<file path="config.mk">
export PLATFORM = sky130hd
export DESIGN_NAME = srf_ctrl
export DESIGN_NICKNAME = d
export VERILOG_FILES = /design/src/rtl/srf_pkg.sv /design/src/rtl/srf_ctrl.sv
export SDC_FILE = /design/constraint.sdc
export NUM_CORES = 1
export LEC_CHECK = 0
export BUFFER_PORTS_ARGS = -buffer_cell sky130_fd_sc_hd__buf_2
export CELL_PAD_IN_SITES_DETAIL_PLACEMENT = 0
export CELL_PAD_IN_SITES_GLOBAL_PLACEMENT = 1
export CORE_AREA = 2 2 39 41
export DETAILED_ROUTE_END_ITERATION = 8
export DIE_AREA = 0 0 41 43
export PLACE_DENSITY_LB_ADDON = 0.1
export SLEW_MARGIN = 10
export SYNTH_ARGS = -nofsm -noshare
export SYNTH_HDL_FRONTEND = slang
export SYNTH_SLANG_ARGS = --single-unit
</file>
<file path="constraint.sdc">
create_clock -name clk_i -period 1 [get_ports clk_i]
set_input_delay 0.1 -clock clk_i [delete_from_list [all_inputs] [get_ports clk_i]]
set_output_delay 0.1 -clock clk_i [all_outputs]
set_load 0.01 [all_outputs]
</file>
<file path="src/rtl/srf_pkg.sv">
// Shared types and constants for the sequenced ring FIFO.
// Used by srf_ctrl, srf_datapath and sequenced_ring_fifo_unit; no dependencies.
package srf_pkg;

  localparam int DefaultMaxEntries = 256;
  localparam int CapW              = 9;
  localparam int WordW             = 32;
  localparam int InDataW           = 64;
  localparam int OutDataW          = 216;
  localparam int StatW             = 2;

  typedef enum logic [StatW-1:0] {
    ST_DONE  = 2'd0,
    ST_FULL  = 2'd1,
    ST_EMPTY = 2'd2
  } status_e;

  typedef enum logic {
    REQ_ENQ = 1'b0,
    REQ_DEQ = 1'b1
  } req_e;

  typedef enum logic {
    S_IDLE = 1'b0,
    S_READ = 1'b1
  } state_e;

  typedef struct packed {
    logic [WordW-1:0] seq;
    logic [WordW-1:0] stamp;
    logic [WordW-1:0] handle;
  } entry_t;

  typedef struct packed {
    logic    enq_commit;
    logic    deq_issue;
    logic    load_out;
    logic    use_rd;
    status_e status;
  } ctrl_cmd_t;

  typedef struct packed {
    logic full;
    logic empty;
  } dp_stat_t;

endpackage

</file>
<file path="src/rtl/srf_ctrl.sv">
// Request sequencer for the sequenced ring FIFO: input handshake, read wait, output valid.
// Depends on srf_pkg.
module srf_ctrl (
  input  logic              clk_i,
  input  logic              rst_ni,
  input  logic              s_axis_tvalid,
  output logic              s_axis_tready,
  input  logic              req_type_i,
  output logic              m_axis_tvalid,
  input  logic              m_axis_tready,
  input  srf_pkg::dp_stat_t stat_i,
  output srf_pkg::ctrl_cmd_t cmd_o
);
  import srf_pkg::*;

  state_e state_q, state_d;
  logic   out_valid_q, out_valid_d;
  logic   slot_free;
  logic   accept;

  assign slot_free     = !out_valid_q || m_axis_tready;
  assign s_axis_tready = (state_q == S_IDLE) && slot_free;
  assign accept        = s_axis_tvalid && s_axis_tready;
  assign m_axis_tvalid = out_valid_q;

  always_comb begin
    state_d = state_q;
    case (state_q)
      S_IDLE: begin
        if (accept && (req_e'(req_type_i) == REQ_DEQ) && !stat_i.empty) begin
          state_d = S_READ;
        end
      end
      S_READ:  state_d = S_IDLE;
      default: state_d = S_IDLE;
    endcase
  end

  always_comb begin
    cmd_o = '{enq_commit: 1'b0, deq_issue: 1'b0, load_out: 1'b0, use_rd: 1'b0,
              status: ST_DONE};
    case (state_q)
      S_IDLE: begin
        if (accept) begin
          if (req_e'(req_type_i) == REQ_ENQ) begin
            cmd_o.load_out = 1'b1;
            if (stat_i.full) begin
              cmd_o.status = ST_FULL;
            end else begin
              cmd_o.enq_commit = 1'b1;
            end
          end else if (stat_i.empty) begin
            cmd_o.load_out = 1'b1;
            cmd_o.status   = ST_EMPTY;
          end else begin
            cmd_o.deq_issue = 1'b1;
          end
        end
      end
      S_READ: begin
        cmd_o.load_out = 1'b1;
        cmd_o.use_rd   = 1'b1;
      end
      default: ;
    endcase
  end

  always_comb begin
    out_valid_d = out_valid_q;
    if (cmd_o.load_out) begin
      out_valid_d = 1'b1;
    end else if (m_axis_tready) begin
      out_valid_d = 1'b0;
    end
  end

  always_ff @(posedge clk_i or negedge rst_ni) begin
    if (!rst_ni) begin
      state_q     <= S_IDLE;
      out_valid_q <= 1'b0;
    end else begin
      state_q     <= state_d;
      out_valid_q <= out_valid_d;
    end
  end

`ifndef SYNTH
  a_read_completes: assert property (@(posedge clk_i) disable iff (!rst_ni)
    cmd_o.deq_issue |=> (cmd_o.load_out && cmd_o.use_rd))
    else $error("dequeue read not followed by result load");

  a_load_shows: assert property (@(posedge clk_i) disable iff (!rst_ni)
    cmd_o.load_out |=> m_axis_tvalid)
    else $error("loaded result not presented");
`endif

endmodule

</file>
# Yosys cells after proc, flatten, opt, wreduce, memory -nomap -nowiden
# Index checks and enable logic that the tools add are counted.
# word_totals
reg_bits	2
in_bits	7
out_inout_bits	8
# classes
mux	19
bitwise	1
n_reduce_logical	8
# ops
cell	n
$mux 1	11
$mux 2	5
$logic_and 1x1->1	4
$pmux 1 s2	2
$mux 3	1
$logic_not 1->1	2
$reduce_bool 2->1	1
$logic_or 1x1->1	1
$not 1->1	1

# Longest topological paths before layout
# logic_depth
word_depth	8
depth_mapped	3
mapped_depth_nobuf	2

# Worst setup path before layout
# Ideal clock, no wire load.
# synth_path
path_kind	register to output
from	register out_valid_q (netlist: m_axis_tvalid)
to	output cmd_o[0] (netlist name)
t_arrival_ns	1.005
path_slack_ns	-0.105
stages_incl_launch_ff	4
path_buffers	1
path_cell_list	dfrtp_1 -> nor2b_1 -> buf_6 -> nor4b_2
# synth_rtl
item	line	text
from (decl)	srf_ctrl.sv:17	logic out_valid_q, out_valid_d;
from (signal assigned)	srf_ctrl.sv:83	out_valid_q <= out_valid_d;
to (decl)	srf_ctrl.sv:12	output srf_pkg::ctrl_cmd_t cmd_o

==> flow_summary_export.csv <==
group,metric,value,unit
timing,setup_viol,6,
place,dp_cells,46,
global_routing,grt_pass1_vias,182,
setup_path,arrival,1.16,ns
power_and_ir_drop,p_leak,0.156,nW
power_and_ir_drop,powerDensity,1200,nW/um^2
clocking,tritoncts,"done",
power_and_ir_drop,ir_worst_vdd,231,uV
place,port_buffers,14,
timing,relSlewSlack,81.7,%
finish,areaGrowthSynthToFinish,84.8,%
detailed_routing,post_drt_wl_per_cell,9.32,um
status,violations,"setup timing",
synth,syn_avg_cell_area,9.59,sq um
die,io_pins,15,
die,dieArea,1760,sq um
synth,yosysSeqAreaShare,29.0,%
finish,multi_input_area,139,sq um
clocking,clock_path_buffers,2,
global_routing,grt_overflow,0,
die,rows,14,
die,die_w,41,um
timing,hold_viol,0,
power_and_ir_drop,pwr-share-comb,29.7,%
synth,yosysWarningCount,0,
detailed_routing,viasPerCell,3.80,
clocking,h-tree-depth,1,
detailed_routing,drc_errors,0,
timing,finalCritPeriodShare,126,%
synth,synthesis.area,173,sq um
clocking,cts_sinks,2,
detailed_routing,final_antenna_net_count,0,
clocking,postCtsSetupRepairBufs,0,
synth,yosys_register_bits,2,
timing,fin_ws,-0.262,ns
setup_path,start_kind,"flip-flop",
place,dp_hpwl,372,um
synth,netlist_instances,18,
power_and_ir_drop,p_sw,0.000108,W
finish,final_cells,50,
timing,finalCriticalPeriod,1.26,ns
global_routing,antenna_found_initial,0,
finish,layout_commonest_cell,"buf_2",
timing,tns,-1.24,ns
power_and_ir_drop,internal_power,0.000275,W
power_and_ir_drop,seqPwrFrac,23.7,%
place,gp_congestion,0.552,
setup_path,critical_path_class,"reg -> out",
timing,rsz0062_at_grt,"true",
setup_path,worstPathRequired,0.90,ns
power_and_ir_drop,pwr-share-clk,46.5,%
job,maxCapViolations,0,
detailed_routing,drt-initial-drc-count,3,
global_routing,grt_max_degree,8,
synth,syn_nets,25,
finish,layout-drive-gt1-share,73.5,%
clocking,clock-root-buffer,"clkbuf_4",
place,dp_slack,-0.163,ns
finish,fill_cells,159,
synth,yosysUniqueCellTypes,14,
finish,nNetsFinal,43,
timing,tightest_slew,0.274,ns
finish,seqCellArea,50.0,sq um
die,coreArea,1380,sq um
setup_path,critPathMaxFanout,7,
finish,num_antenna_cells,0,
timing,fmax,0.792,GHz
die,initial_core_util,12.5,%
detailed_routing,first_pass_iters,3,
status,status,"finished, violations left",
clocking,clk_latency,0.22,ns
detailed_routing,vias,190,
power_and_ir_drop,power.share.switching,28.3,%
global_routing,grt_pass1_wl,731,um
detailed_routing,routed_wl,466,um
min_path,hold_class,"in -> reg",
clocking,clk_pin_slew,0.03,ns
finish,most-common-layout-cells,"14 x buf_2, 3 x clkbuf_4, 2 x nor3_2, 2 x dfrtp_1",
clocking,numCtsBuffers,3,
timing,drv_slew,0,
global_routing,grt.total_usage,6.71,%
die,die_h,43,um
min_path,whs_path_depth,2,
setup_path,reg2reg_depth,2,
setup_path,critPathCaptureType,"output port",
timing,clock_skew,0.00162,ns
metal layers:
metal / global-route usage (%) / vias up / routed length, um
li1: - / 95 / -
met1: 7.35 / 85 / 181
met2: 9.06 / 10 / 231
met3: 3.14 / 0 / 53
met4: 6.00 / 0 / 0
met5: 0 / - / 0
per-stage QoR:
step | total power [W] | cell area [sq um] | hold slack [ns] | utilization (%)
final | 0.000383 | 319 | 0.158 | 23.1
after global routing | 0.000414 | 319 | 0.173 | 23.1
after CTS | 0.000398 | 319 | 0.154 | 23.1
after detailed placement | 0.000201 | 279 | -0.113 | 20.2
after global placement | 0.000201 | 279 | -0.113 | 20.2
after floorplan | 0.000171 | 211 | -0.196 | -
power by group through the flow:
stage | clock network [W] | logic [W] | registers (W)
2_1_floorplan | 0 | 0.0000764 | 0.0000941
3_3_place_gp | 0 | 0.000110 | 0.0000912
3_5_place_dp | 0 | 0.000110 | 0.0000913
4_1_cts | 0.000190 | 0.000117 | 0.0000905
5_1_grt | 0.000198 | 0.000125 | 0.0000916
6_report | 0.000178 | 0.000114 | 0.0000907
cell usage after synthesis:
library cell  count  share of area, %
a211o_1           1               5.1
a31o_1            1               5.1
buf_4             2               8.7
buf_6             1               6.5
dfrtp_1           2                29
nand2_1           1               2.2
nand2b_1          1               3.6
nand2b_2          1               5.1
nor2_1            1               2.2
nor2b_1           1               3.6
nor3_1            3               8.7
nor4_2            1               7.2
nor4b_2           1               8.7
or2b_1            1               4.3
worst paths after layout:
path | slack (ns) | startpoint | end
max in group asynchronous | 0.71 | rst_ni | state_q
worst min register to register | 0.58 | state_q | m_axis_tvalid
worst min-delay path | 0.16 | s_axis_tvalid | m_axis_tvalid
worst max register to register | 0.07 | m_axis_tvalid | m_axis_tvalid
worst max-delay path | -0.26 | m_axis_tvalid | cmd_o[0]
min in group asynchronous | 0.19 | rst_ni | m_axis_tvalid
flip-flops by register name, indices dropped and copies added, names as in the netlist:
register and flops:
state_q 1, m_axis_tvalid 1
cell families after synthesis:
group / after synthesis / share of synthesized area [%]
simple gates: 11 / 45.6
buf+inv: 3 / 15.2
flops: 2 / 29.0
compound gates: 2 / 10.1
area by class of cell:
cell class,count,area share (%)
multi-input cells,13,43.5
repair buffers,16,27.5
flip-flops and latches,2,15.7
clock buffers,3,7.06
well taps,16,6.27
timing repair:
item,4_1_cts,5_1_grt
pin swaps,2,1
hold buffers,1,0
resized for setup,2,0
endpoints found under the setup margin,6,7
endpoints found under the hold margin,2,0
critical path, stage by stage (launching register included):
cell and delay (ns):
dfrtp_1 0.37, nor2b_4 0.17, nor4b_4 0.23, buf_2 0.16
(Power assumes the default switching activity.)
